===== src/rtl/lpl_pkg.sv =====
// ----------------------------------------------------------------------------
// lpl_pkg: shared constants for the lookahead peak limiter
// Field widths, gain scaling, default lookahead depth and register indexes.
// ----------------------------------------------------------------------------
package lpl_pkg;

	localparam int SAMPLE_BITS       = 24;
	localparam int CEIL_W            = 23;
	localparam int GAIN_W            = 17;
	localparam int STAMP_W           = 16;
	localparam int CFG_W             = 23;
	localparam int DEF_MAX_LOOKAHEAD = 256;

	localparam logic [GAIN_W-1:0] UNITY_GAIN = 17'd65536;

	localparam logic [2:0] REG_CEILING   = 3'd0;
	localparam logic [2:0] REG_LOOKAHEAD = 3'd1;
	localparam logic [2:0] REG_ATTACK    = 3'd2;
	localparam logic [2:0] REG_RELEASE   = 3'd3;
	localparam logic [2:0] REG_CHANNELS  = 3'd4;

	typedef logic signed [SAMPLE_BITS-1:0] sample_t;

endpackage


===== src/rtl/lpl_div.sv =====
// ----------------------------------------------------------------------------
// lpl_div: iterative gain divider
// Restoring division giving floor(num * 65536 / den) one bit per cycle,
// for num below den.
// ----------------------------------------------------------------------------
module lpl_div (
	input  logic                       clk,
	input  logic                       arst_n,
	input  logic                       start,
	input  logic [lpl_pkg::CEIL_W-1:0] num,
	input  logic [lpl_pkg::SAMPLE_BITS-1:0] den,
	output logic                       done,
	output logic [15:0]                quot
);
	import lpl_pkg::*;

	logic                   busy_q;
	logic [3:0]             cnt_q;
	logic [SAMPLE_BITS-1:0] rem_q;
	logic [SAMPLE_BITS-1:0] den_q;
	logic [15:0]            quot_q;
	logic                   done_q;
	logic [SAMPLE_BITS:0]   rem2;
	logic                   fits;

	assign rem2 = {rem_q, 1'b0};
	assign fits = rem2 >= {1'b0, den_q};

	always_ff @(posedge clk or negedge arst_n) begin
		if (!arst_n) begin
			busy_q <= 1'b0;
			done_q <= 1'b0;
			cnt_q  <= '0;
		end else begin
			done_q <= 1'b0;
			if (start) begin
				busy_q <= 1'b1;
				cnt_q  <= '0;
			end else if (busy_q) begin
				cnt_q <= cnt_q + 4'd1;
				if (cnt_q == 4'd15) begin
					busy_q <= 1'b0;
					done_q <= 1'b1;
				end
			end
		end
	end

	always_ff @(posedge clk) begin
		if (start) begin
			rem_q  <= {1'b0, num};
			den_q  <= den;
			quot_q <= '0;
		end else if (busy_q) begin
			rem_q  <= fits ? SAMPLE_BITS'(rem2 - {1'b0, den_q}) : rem2[SAMPLE_BITS-1:0];
			quot_q <= {quot_q[14:0], fits};
		end
	end

	assign done = done_q;
	assign quot = quot_q;

endmodule


===== config.mk =====
export PLATFORM = sky130hd
export DESIGN_NAME = lpl_div
export DESIGN_NICKNAME = d
export VERILOG_FILES = /design/src/rtl/lpl_pkg.sv /design/src/rtl/lpl_div.sv
export SDC_FILE = /design/constraint.sdc
export NUM_CORES = 1
export LEC_CHECK = 0
export BUFFER_PORTS_ARGS = -buffer_cell sky130_fd_sc_hd__buf_2
export CAP_MARGIN = 20
export CORE_MARGIN = 10
export CORE_UTILIZATION = 60
export CTS_BUF_LIST = sky130_fd_sc_hd__clkbuf_4
export DETAILED_ROUTE_END_ITERATION = 8
export PLACE_DENSITY = 0.92
export SLEW_MARGIN = 20
export SYNTH_ARGS = -nofsm -noshare
export SYNTH_HDL_FRONTEND = slang
export SYNTH_SLANG_ARGS = --single-unit
export TNS_END_PERCENT = 50

===== constraint.sdc =====
create_clock -name clk -period 6 [get_ports clk]
set_clock_uncertainty 0.1 [all_clocks]
set_input_delay 0.3 -clock clk [delete_from_list [all_inputs] [get_ports clk]]
set_output_delay 0.3 -clock clk [all_outputs]
set_load 0.01 [all_outputs]

==> impl_metrics.tcl <==
set metrics [dict create \
    arrival_ns 3.68 \
    area_growth_pct 19.4 \
    grt_use_total_pct 19.0 \
    yosysTopAreaCellShare_pct 34.3 \
    ys_types 55 \
    num_vias 3250 \
    vdd_drop_max_mv 0.246 \
    dp_hpwl_mm 6.54 \
    core-area_um2 6720 \
    setup_ws_ns 2.42 \
    cts_root_buf "clkbuf_4" \
    wl_per_cell_um 16.1 \
    synth_area_leaders "edfxtp_1, mux2i_1, dfxtp_1" \
    slowest_stage "o21ai_2" \
    gp_congestion 0.844 \
    max_clock_freq_mhz 279 \
    critical_path_class "reg2reg" \
    synthTopCellsByCount "nor2_1, edfxtp_1, mux2i_1, a21oi_1, inv_1" \
    end_kind "flop" \
    crit_chain "ha_1 > nor2b_1 > o31a_1 > or4_4 > nand2_4 > o21a_1 > o31a_1 > o21ai_2 > buf_4 > nor4b_1 > nor4_1" \
    status "finished, final reports clean" \
    tns_ns 0 \
    fin_crit_sh_pct 59.7 \
    netlist_area_um2 4120 \
    crit_fanout 18 \
    tightest_slew_ns 1.10 \
    tritoncts "done" \
    grt_overflow 0 \
    fillers 466 \
    netlist_instances 402 \
    drc 0 \
    portBuffers 66 \
    diodes 0 \
    start_util_pct 61.3 \
    ant_nets 0 \
    firstDrtPassIters 4 \
    slowest_delay_ns 0.61 \
    max-cap-violations 0 \
    synth.avg_cell_area_um2 10.2 \
    timing.hold.ws_ns 0.0327 \
    power_density_nw_per_um2 452 \
    rsz0062_at_grt "false" \
    preCtsSetupSlack_ns 2.45 \
    grt_pass1_vias 3390 \
    die_w_um 103 \
    ys_ff_latch 70 \
    htree_levels 3 \
    nets 567 \
    io_pins 67 \
    cts_num_sinks 70 \
    rows 30 \
    min_path_type "in2reg" \
    drv_slew 0 \
    p_leak_nw 2.30 \
    relSlewSlack_pct 26.7 \
    cts_setup_buffers 0 \
    critPathLaunchType "flop" \
    syn_nets 478 \
    synthArstFlopShare_pct 8.57 \
    grt_pass1_wl_mm 15.9 \
    final.min_clock_period_ns 3.58 \
    yosysWarnings 0 \
    dp.cells 534 \
    antenna_found_initial 0 \
    ys_seq_area_share_pct 46.2 \
    drive_gt1_share_pct 19.4 \
    cts_buffers 9 \
    synth_edf_count 47 \
    insertion_delay_ns 0.46 \
    stdcell_count 576 \
    cp.required_ns 6.10 \
    yosysTopAreaCell "edfxtp_1" \
    clock_path_buffers 2 \
    hold_viol_final 0 \
    setup_viol 0 \
    synth_flop_cell "edfxtp_1" \
    viasPerCell 5.64 \
    dieArea_um2 10600 \
    crit_top_cell "o31a_1" \
    clkTransAtPathRegs_ns 0.14 \
    drtIter0Drc 225 \
    yosysMostFrequentCell "nor2_1" \
    die_h_um 103 \
    wl_mm 9.30 \
    grt_max_degree 66 \
]
-- layout make-up --
class                           instances  area (µm²)  area share, %
Clock inverter                          7         104           2.11
Timing Repair Buffer                   95         613           12.5
Clock buffer                            9        67.6           1.37
Multi-Input combinational cell        286        2020           41.1
Sequential cell                        70        1900           38.7
Inverter                               29         109           2.21
Tap cell                               80         100           2.03
-- worst paths after layout --
check	endpoint	slack, ns	depth (start not counted)	startpoint
min in group asynchronous	busy_q	0.07	2	arst_n
max	rem_q[19]	2.42	11	rem_q[0]
max in group asynchronous	cnt_q[2]	5.59	2	arst_n
min reg2reg	quot[15]	0.42	2	quot[15]
min	rem_q[16]	0.03	2	num[16]
max reg2reg	rem_q[19]	2.42	11	rem_q[0]
-- registers in the layout (all words and copies together) (netlist names) --
name    cells
rem_q      24
cnt_q       4
busy_q      1
den_q      24
quot       16
done        1
-- where the power goes --
part           internal (mW)  switching, mW
logic                  0.516          0.629
registers              0.642         0.0654
clock network          0.175          0.195
total                   1.33          0.890
-- what timing repair did --
item	CTS	global route
hold buffers	26	0
hold endpoints to repair	31	0
gates resized for setup	0	0
-- worst max-delay path: cells and delay by family (launching register included) --
| kind | cells | cell delay [ns] |
|---|---|---|
| AOI/OAI and AO/OA | 4 | 1.28 |
| adders and majority gates | 1 | 0.34 |
| buffers and inverters | 1 | 0.41 |
| DFF | 1 | 0.47 |
| and+or+nand+nor | 5 | 0.74 |
-- per-stage QoR --
stage	cell area [µm²]	power, mW	util, %
4_1_cts	4920	2.22	73.2
6_report	4920	2.22	73.2
2_1_floorplan	4120	1.62	-
5_1_grt	4920	2.39	73.2
3_5_place_dp	4490	1.83	66.8
3_3_place_gp	4490	1.77	66.8
-- kinds of logic (layout without fill, tap and decap cells) --
family / count (synthesis) / after routing / share of synthesized area (%)
simple gates: 115 / 115 / 13.2
mux: 36 / 36 / 8.75
compound gates: 86 / 86 / 14.2
buf+inv: 46 / 140 / 4.68
flops: 70 / 70 / 46.2
xor+xnor: 23 / 23 / 4.89
fa+ha+maj: 26 / 26 / 8.08
-- layout by cell type (no fill, tap or decap), types with 3 or more instances in the layout --
master and instances:
nand2_1 25, nor3_1 5, nand4_1 7, buf_4 3
a21oi_1 29, a31oi_1 3, nand3_1 5, xor2_1 9
dlygate4sd3_1 26, buf_2 66, a21o_1 5, dfxtp_1 17
ha_1 25, nor2b_1 7, o21ai_0 18, clkbuf_4 9
inv_1 28, o21bai_1 3, o21a_1 4, dfrtp_1 6
a211oi_1 3, edfxtp_1 47, nor2_1 51, mux2i_1 36
xnor2_1 14
-- layer usage --
metal	share of wire (%)	wire, µm	vias to the layer above	track usage, %
met2	50	4610	101	30.8
li1	-	-	1632	-
met4	1.6	145	0	7.06
met3	6.7	620	15	6.64
met1	42	3930	1502	22.8
met5	0	0	-	0
No activity file was read; power rests on OpenSTA's default activity.
