[src/rtl/lpl_ram.sv]
// ----------------------------------------------------------------------------
// lpl_ram: generic simple dual-port RAM
// One write port and one read port with registered read data.
// ----------------------------------------------------------------------------
module lpl_ram #(
	parameter int WIDTH = 8,
	parameter int DEPTH = 16,
	parameter int AW    = (DEPTH > 1) ? $clog2(DEPTH) : 1
) (
	input  logic             clk,
	input  logic             we,
	input  logic [AW-1:0]    waddr,
	input  logic [WIDTH-1:0] wdata,
	input  logic [AW-1:0]    raddr,
	output logic [WIDTH-1:0] rdata
);

	logic [WIDTH-1:0] mem [DEPTH];

	always_ff @(posedge clk) begin
		if (we) begin
			mem[waddr] <= wdata;
		end
		rdata <= mem[raddr];
	end

endmodule

[config.mk]
export PLATFORM = sky130hd
export DESIGN_NAME = lpl_ram
export DESIGN_NICKNAME = d
export VERILOG_FILES = /design/src/rtl/lpl_ram.sv
export SDC_FILE = /design/constraint.sdc
export NUM_CORES = 1
export LEC_CHECK = 0
export BUFFER_PORTS_ARGS = -buffer_cell sky130_fd_sc_hd__buf_2
export CELL_PAD_IN_SITES_DETAIL_PLACEMENT = 1
export CELL_PAD_IN_SITES_GLOBAL_PLACEMENT = 1
export CORE_AREA = 2 2 110 112
export CTS_CLUSTER_DIAMETER = 100
export DETAILED_ROUTE_END_ITERATION = 8
export DIE_AREA = 0 0 112 114
export HOLD_SLACK_MARGIN = 0.08
export PLACE_DENSITY = 0.69
export RECOVER_POWER = 100
export REMOVE_ABC_BUFFERS = 1
export SLEW_MARGIN = 20
export SYNTH_ARGS = -nofsm -noshare
export SYNTH_HDL_FRONTEND = slang
export SYNTH_SLANG_ARGS = --single-unit
[constraint.sdc]
create_clock -name clk -period 3.61 [get_ports clk]
set_input_delay 0.361 -clock clk [delete_from_list [all_inputs] [get_ports clk]]
set_output_delay 0.361 -clock clk [all_outputs]
set_load 0.1 [all_outputs]
==> run_results.csv, run 1 <==
group,metric,value,unit
timing,setup_slack,1.41,ns
final_layout,layout_common_cells,"edfxtp_1 (128), clkbuf_1 (27), mux4_2 (18)",
synthesis,synthCells,229,
timing,setup-tns-final,0,ns
detailed_routing,wl_per_cell,25.1,um
floorplanning,io-pin-count,26,
pwr,powerDensity,627,mW/mm2
run_status,status,"finished clean",
detailed_routing,ant_nets,0,
final_layout,area_growth,16.0,%
place,dp_slack,1.44,ns
clock_tree,cts.sink_count,136,
floorplanning,row_count,40,
global_routing,grt_pass1_wl,16300,um
floorplanning,die_area,0.0128,mm2
timing,hold_viol_final,0,
timing,drv_slew,0,
global_routing,grt_usage,18.3,%
timing,slew_headroom,19.9,%
worst_hold_path,min_path_type,"in -> reg",
critical_path,crit_fanout,13,
final_layout,fillers,1067,
global_routing,antenna_found_initial,0,
critical_path,critical-path-top-delay-family,"buffers and inverters",
pwr,peakVddDrop,0.290,mV
synthesis,synth.avg_cell_area,22.5,um2
critical_path,startpoint_type,"input port",
global_routing,grt_max_degree,33,
detailed_routing,vias,2474,
detailed_routing,drt_iter0_drc,172,
critical_path,slowest_delay,0.78,ns
final_layout,drive_above_1_share,19.5,%
floorplanning,start_util,44.0,%
place,place_congestion,0.741,
synthesis,ys_seq_elements,136,
clock_tree,clkLatencyLatePin,0.41,ns
floorplanning,die_y,114,um
clock_tree,tritoncts,"done",
detailed_routing,drcViolationCount,0,
critical_path,arrival,2.48,ns
final_layout,fin_nets,287,
critical_path,r2r_slack,2.22,ns
synthesis,ys_warn_count,0,
synthesis,netlist_area,0.00515,mm2
place,place_hpwl,6560,um
critical_path,critPathBufInv,2,
detailed_routing,dr.pass1.iters,6,
clock_tree,clock_path_buffers,2,
critical_path,end_kind,"register",
final_layout,multiInputGateArea,0.00106,mm2
clock_tree,clkTransAtPathRegs,0.05,ns
timing,rsz0062_at_grt,"no",
timing,timing.final.crit_share,60.8,%
timing,setup_violations,0,
run,maxCapViolations,0,
floorplanning,die_w,112,um
final_layout,register_area,0.00400,mm2
timing,max_freq,455,MHz
global_routing,grt_pass1_vias,2584,
clock_tree,cts_buffers,17,
clock_tree,cts_setup_buffers,0,
pwr,cellLeakagePower,1.94,nW
clock_tree,htree_num_levels,4,
timing,tightest_slew,1.21,ns
place,io_buffers,25,
critical_path,crit_slowest_cell,"clkbuf_1",
clock_tree,cts_resized,0,
floorplanning,core,0.0117,mm2
timing,finClkSkew,0.00869,ns
critical_path,crit_required,3.90,ns
timing,finalCriticalPeriod,2.20,ns
clock_tree,cts-hold-fix-buffers,0,
synthesis,yosysSeqAreaShare,77.8,%
critical_path,path_cells,"clkbuf_1 -> buf_4 -> mux4_1 -> a22oi_1 -> nand2_1",
clock_tree,cts-root-buf,"clkbuf_16",
critical_path,path_class,"in -> reg",
timing,hold_ws,0.395,ns
global_routing,grt_overflow,0,
final_layout,final_common_cell,"edfxtp_1",
detailed_routing,routed_wl,10800,um
final_layout,antennaDiodeCount,0,
synthesis,synth.distinct_cells,19,
detailed_routing,routed_via_density,5.77,
-- cell usage after synthesis (all sizes together) --
library cell | count | area (um2)
mux4 | 32 | 773
nand3 | 1 | 5.00
edfxtp | 128 | 3840
buf | 7 | 56.3
nand2b | 2 | 12.5
nor2b | 1 | 6.26
dfxtp | 8 | 160
nor2 | 13 | 48.8
nand3b | 2 | 15.0
nand2 | 9 | 33.8
and2b | 1 | 7.51
or3b | 1 | 8.76
and2 | 1 | 6.26
clkdlybuf4s25 | 3 | 30.0
nor3 | 4 | 20.0
a22oi | 16 | 120
-- registers in the layout, indices dropped and copies added, names as in the netlist --
register and flops:
mem 128, rdata 8
-- stage by stage --
stage / cells / utilization, % / power [W] / area (um2)
finish: 429 / 51.0 / 0.00374 / 5970
global route: 429 / 51.0 / 0.00384 / 5970
CTS: 429 / 51.3 / 0.00377 / 6010
detailed placement: 397 / 46.2 / 0.00205 / 5420
global placement: 397 / 46.2 / 0.00204 / 5420
floorplan: 219 / - / 0.00195 / 5060
-- report_power, final --
group | leakage (nW) | internal [W] | switching, W
Sequential | 1.22 | 0.00177 | 0.0000111
Clock | 0.287 | 0.00112 | 0.000616
Combinational | 0.430 | 0.0000594 | 0.000170
-- final timing paths --
| check | depth (start not counted) | to | startpoint |
|---|---|---|---|
| min reg2reg | 3 | rdata[0] | mem[15][0] |
| max reg2reg | 3 | rdata[3] | mem[9][3] |
| min | 2 | mem[4][5] | waddr[1] |
| max | 5 | rdata[4] | raddr[0] |
-- cells by family after synthesis --
logic type	synth area share (%)
multiplexers	15.0
AO/OA/AOI/OAI	2.33
flip-flops	77.8
AND/OR/NAND/NOR	3.18
buffers and inverters	1.68
-- metal layers --
metal | global-route usage (%) | wire, um | vias to the layer above
met5 | 0 | 0 | -
met2 | 28.3 | 5040 | 82
met4 | 6.50 | 146 | 0
li1 | - | - | 1065
met3 | 4.41 | 674 | 14
met1 | 25.7 | 4920 | 1313
-- layout make-up --
cell class                      instances  area share (%)
Multi-Input combinational cell         83            17.7
Timing Repair Buffer                   31            2.20
Tap cell                              147            3.08
Clock buffer                           23            7.84
Clock inverter                          9            2.10
Sequential cell                       136            67.1
Note: power is estimated with default switching activity, not from simulation.
==> inputs of run 2 (changes only) <==
- ABC_AREA: default -> 1
- CORE_AREA: 2 2 110 112 -> 2 2 118 120
- DIE_AREA: 0 0 112 114 -> 0 0 120 122
- PLACE_DENSITY: 0.69 -> 0.76
- clock period: 3.61 -> 2 ns (I/O delays scaled with it)
==> run 2 against run 1 <==
Against the previous run: clock skew fell by 0.0033 ns; sequential share of layout area fell by 6.6 points; hold slack got worse by 0.20 ns; critical path type is now reg -> out; largest power group unchanged.
==> run_results.csv, run 2 <==
group,metric,value,unit
clock_tree,clock_path_buffers,2,
clock_tree,htree_num_levels,4,
critical_path,startpoint_type,"register",
clock_tree,cts_setup_buffers,0,
critical_path,r2r_start,"mem[9][2]",
global_routing,grt_usage,21.8,%
floorplanning,die_w,120,um
synthesis,synthCells,551,
clock_tree,clkLatencyLatePin,0.41,ns
global_routing,met1_usage,25.5,%
place,dp_slack,0.360,ns
synthesis,yosysSeqAreaShare,69.4,%
synthesis,synthArstFlopShare,0,%
final_layout,layout_common_cells,"nand2_1 (173), edfxtp_1 (128), inv_1 (100)",
timing,drv_slew,0,
final_layout,final_common_cell,"nand2_1",
critical_path,arrival,1.21,ns
synthesis,synth.distinct_cells,12,
detailed_routing,drcViolationCount,0,
global_routing,busiest_layer,"met2",
critical_path,critical-path-top-delay-family,"buffers and inverters",
synthesis,ys_seq_elements,136,
critical_path,crit_path_end,"rdata[1]",
synthesis,yosysMostFrequentCell,"nand2_1",
global_routing,grt_pass1_wl,23200,um
worst_hold_path,hp-start,"raddr[3]",
timing,hold_viol_final,0,
critical_path,end_kind,"output pin",
synthesis,synth_edf_count,128,
clock_tree,clkTransAtPathRegs,0.06,ns
global_routing,grt_max_degree,65,
pwr,combPwrFrac,7.5,%
place,place_hpwl,9490,um
critical_path,r2r-end,"rdata[2]",
critical_path,crit_required,1.80,ns
synthesis,netlist_area,0.00577,mm2
pwr,p_clk_share,45.9,%
global_routing,grt_pass1_vias,4295,
clock_tree,cts_buffers,17,
critical_path,critPathLaunch,"rdata[1]",
pwr,switchingPower,0.00156,W
pwr,internal_power,0.00533,W
pwr,peakVddDrop,0.513,mV
final_layout,regMostFlops,"mem",
final_layout,fin_util,49.0,%
timing,finClkSkew,0.00535,ns
timing,setup_slack,0.586,ns
clock_tree,tritoncts,"done",
timing,max_freq,707,MHz
clock_tree,cts_resized,0,
critical_path,r2r_slack,0.95,ns
global_routing,grt_util_met2,38.4,%
critical_path,critPathBufInv,1,
global_routing,met3_usage,4.96,%
synthesis,synth_area_leaders,"edfxtp_1 (67%), nand2_1 (11%), nand3_1 (8.4%), inv_1 (6.5%), dfxtp_1 (2.8%)",
floorplanning,die_area,0.0146,mm2
critical_path,reg2regPathDepth,6,
timing,finalCriticalPeriod,1.41,ns
clock_tree,cts-hold-fix-buffers,0,
detailed_routing,vias,4002,
synthesis,synth.avg_cell_area,10.5,um2
final_layout,antennaDiodeCount,0,
critical_path,crit_fanout,1,
critical_path,slowest_delay,0.47,ns
timing,setup_violations,0,
run,maxCapViolations,0,
final_layout,largest_register_ffs,128,
detailed_routing,routed_via_density,5.14,
floorplanning,core,0.0135,mm2
pwr,cellLeakagePower,2.82,nW
synthesis,synth_common_cells,"nand2_1 (173), edfxtp_1 (128), inv_1 (100)",
floorplanning,die_y,122,um
pwr,seqPwrFrac,46.6,%
detailed_routing,drt_iter0_drc,221,
timing,hold_ws,0.195,ns
final_layout,drive_above_1_share,8.18,%
floorplanning,start_util,42.7,%
timing,rsz0062_at_grt,"no",
floorplanning,row_count,43,
final_layout,fin_nets,604,
final_layout,largestRegisters,"mem x128, rdata x8",
timing,tightest_slew,1.05,ns
run_status,status,"finished clean",
timing,slew_headroom,29.9,%
synthesis,netlist.area_leader.share,66.7,%
clock_tree,cts.sink_count,136,
critical_path,path_class,"reg -> out",
final_layout,area_growth,14.7,%
pwr,switching_share,22.6,%
pwr,powerDensity,1040,mW/mm2
synthesis,synthFlopType,"edfxtp_1",
detailed_routing,ant_nets,0,
synthesis,ys_warn_count,0,
global_routing,grt_overflow,0,
detailed_routing,dr.pass1.iters,4,
place,place_congestion,0.855,
clock_tree,cts-root-buf,"clkbuf_16",
worst_hold_path,min_path_type,"in -> reg",
critical_path,crit_slowest_cell,"clkbuf_2",
detailed_routing,wl_per_cell,19.4,um
floorplanning,io-pin-count,26,
synthesis,synth_top_cell_by_area,"edfxtp_1",
global_routing,antenna_found_initial,0,
detailed_routing,routed_wl,15100,um
critical_path,path_cells,"clkbuf_2",
timing,timing.final.crit_share,70.7,%
place,io_buffers,25,
critical_path,crit_cells,1,
timing,setup-tns-final,0,ns
-- run 2: metal layers --
layer,vias up,routed length (um)
met1,2041,6370
li1,1843,-
met5,-,0
met2,85,7860
met4,0,386
met3,33,475
-- run 2: power groups by stage --
| stage | clock (W) | sequential [W] | combinational [W] |
|---|---|---|---|
| 2_1_floorplan | 0 | 0.00340 | 0.000172 |
| 5_1_grt | 0.00331 | 0.00322 | 0.000558 |
| 4_1_cts | 0.00319 | 0.00321 | 0.000528 |
| 3_3_place_gp | 0 | 0.00327 | 0.000501 |
| 6_report | 0.00316 | 0.00321 | 0.000517 |
| 3_5_place_dp | 0 | 0.00327 | 0.000522 |
-- run 2: cells by family (layout without fill, tap and decap cells) --
group | after synthesis | count (layout) | synth area share [%]
simple gates | 289 | 289 | 21.0
flops | 136 | 136 | 69.4
buf+inv | 126 | 174 | 9.52
-- run 2: how the worst min path moves through the flow --
stage | cells past startpoint | end | slack [ns]
after floorplan | 0 | mem[0][0] | 0.30
after detailed placement | 3 | rdata[6] | 0.62
final | 3 | rdata[3] | 0.20
after CTS | 3 | rdata[3] | 0.18
after global placement | 3 | rdata[3] | 0.60
after global routing | 3 | rdata[3] | 0.18
-- run 2: cell type report --
cell class | instances | area (um2)
clock buffers | 22 | 474
repair buffers | 40 | 191
inverters | 102 | 383
flip-flops and latches | 136 | 4000
multi-input cells | 289 | 1210
clock inverters | 10 | 125
well taps | 180 | 225
fillers | 1507 | 6890
-- run 2: stage by stage --
stage	std cells	total power, W	cell area (um2)
final	779	0.00689	6620
after global routing	779	0.00708	6620
after CTS	779	0.00693	6680
after detailed placement	747	0.00379	6080
after global placement	747	0.00377	6080
after floorplan	527	0.00357	5600
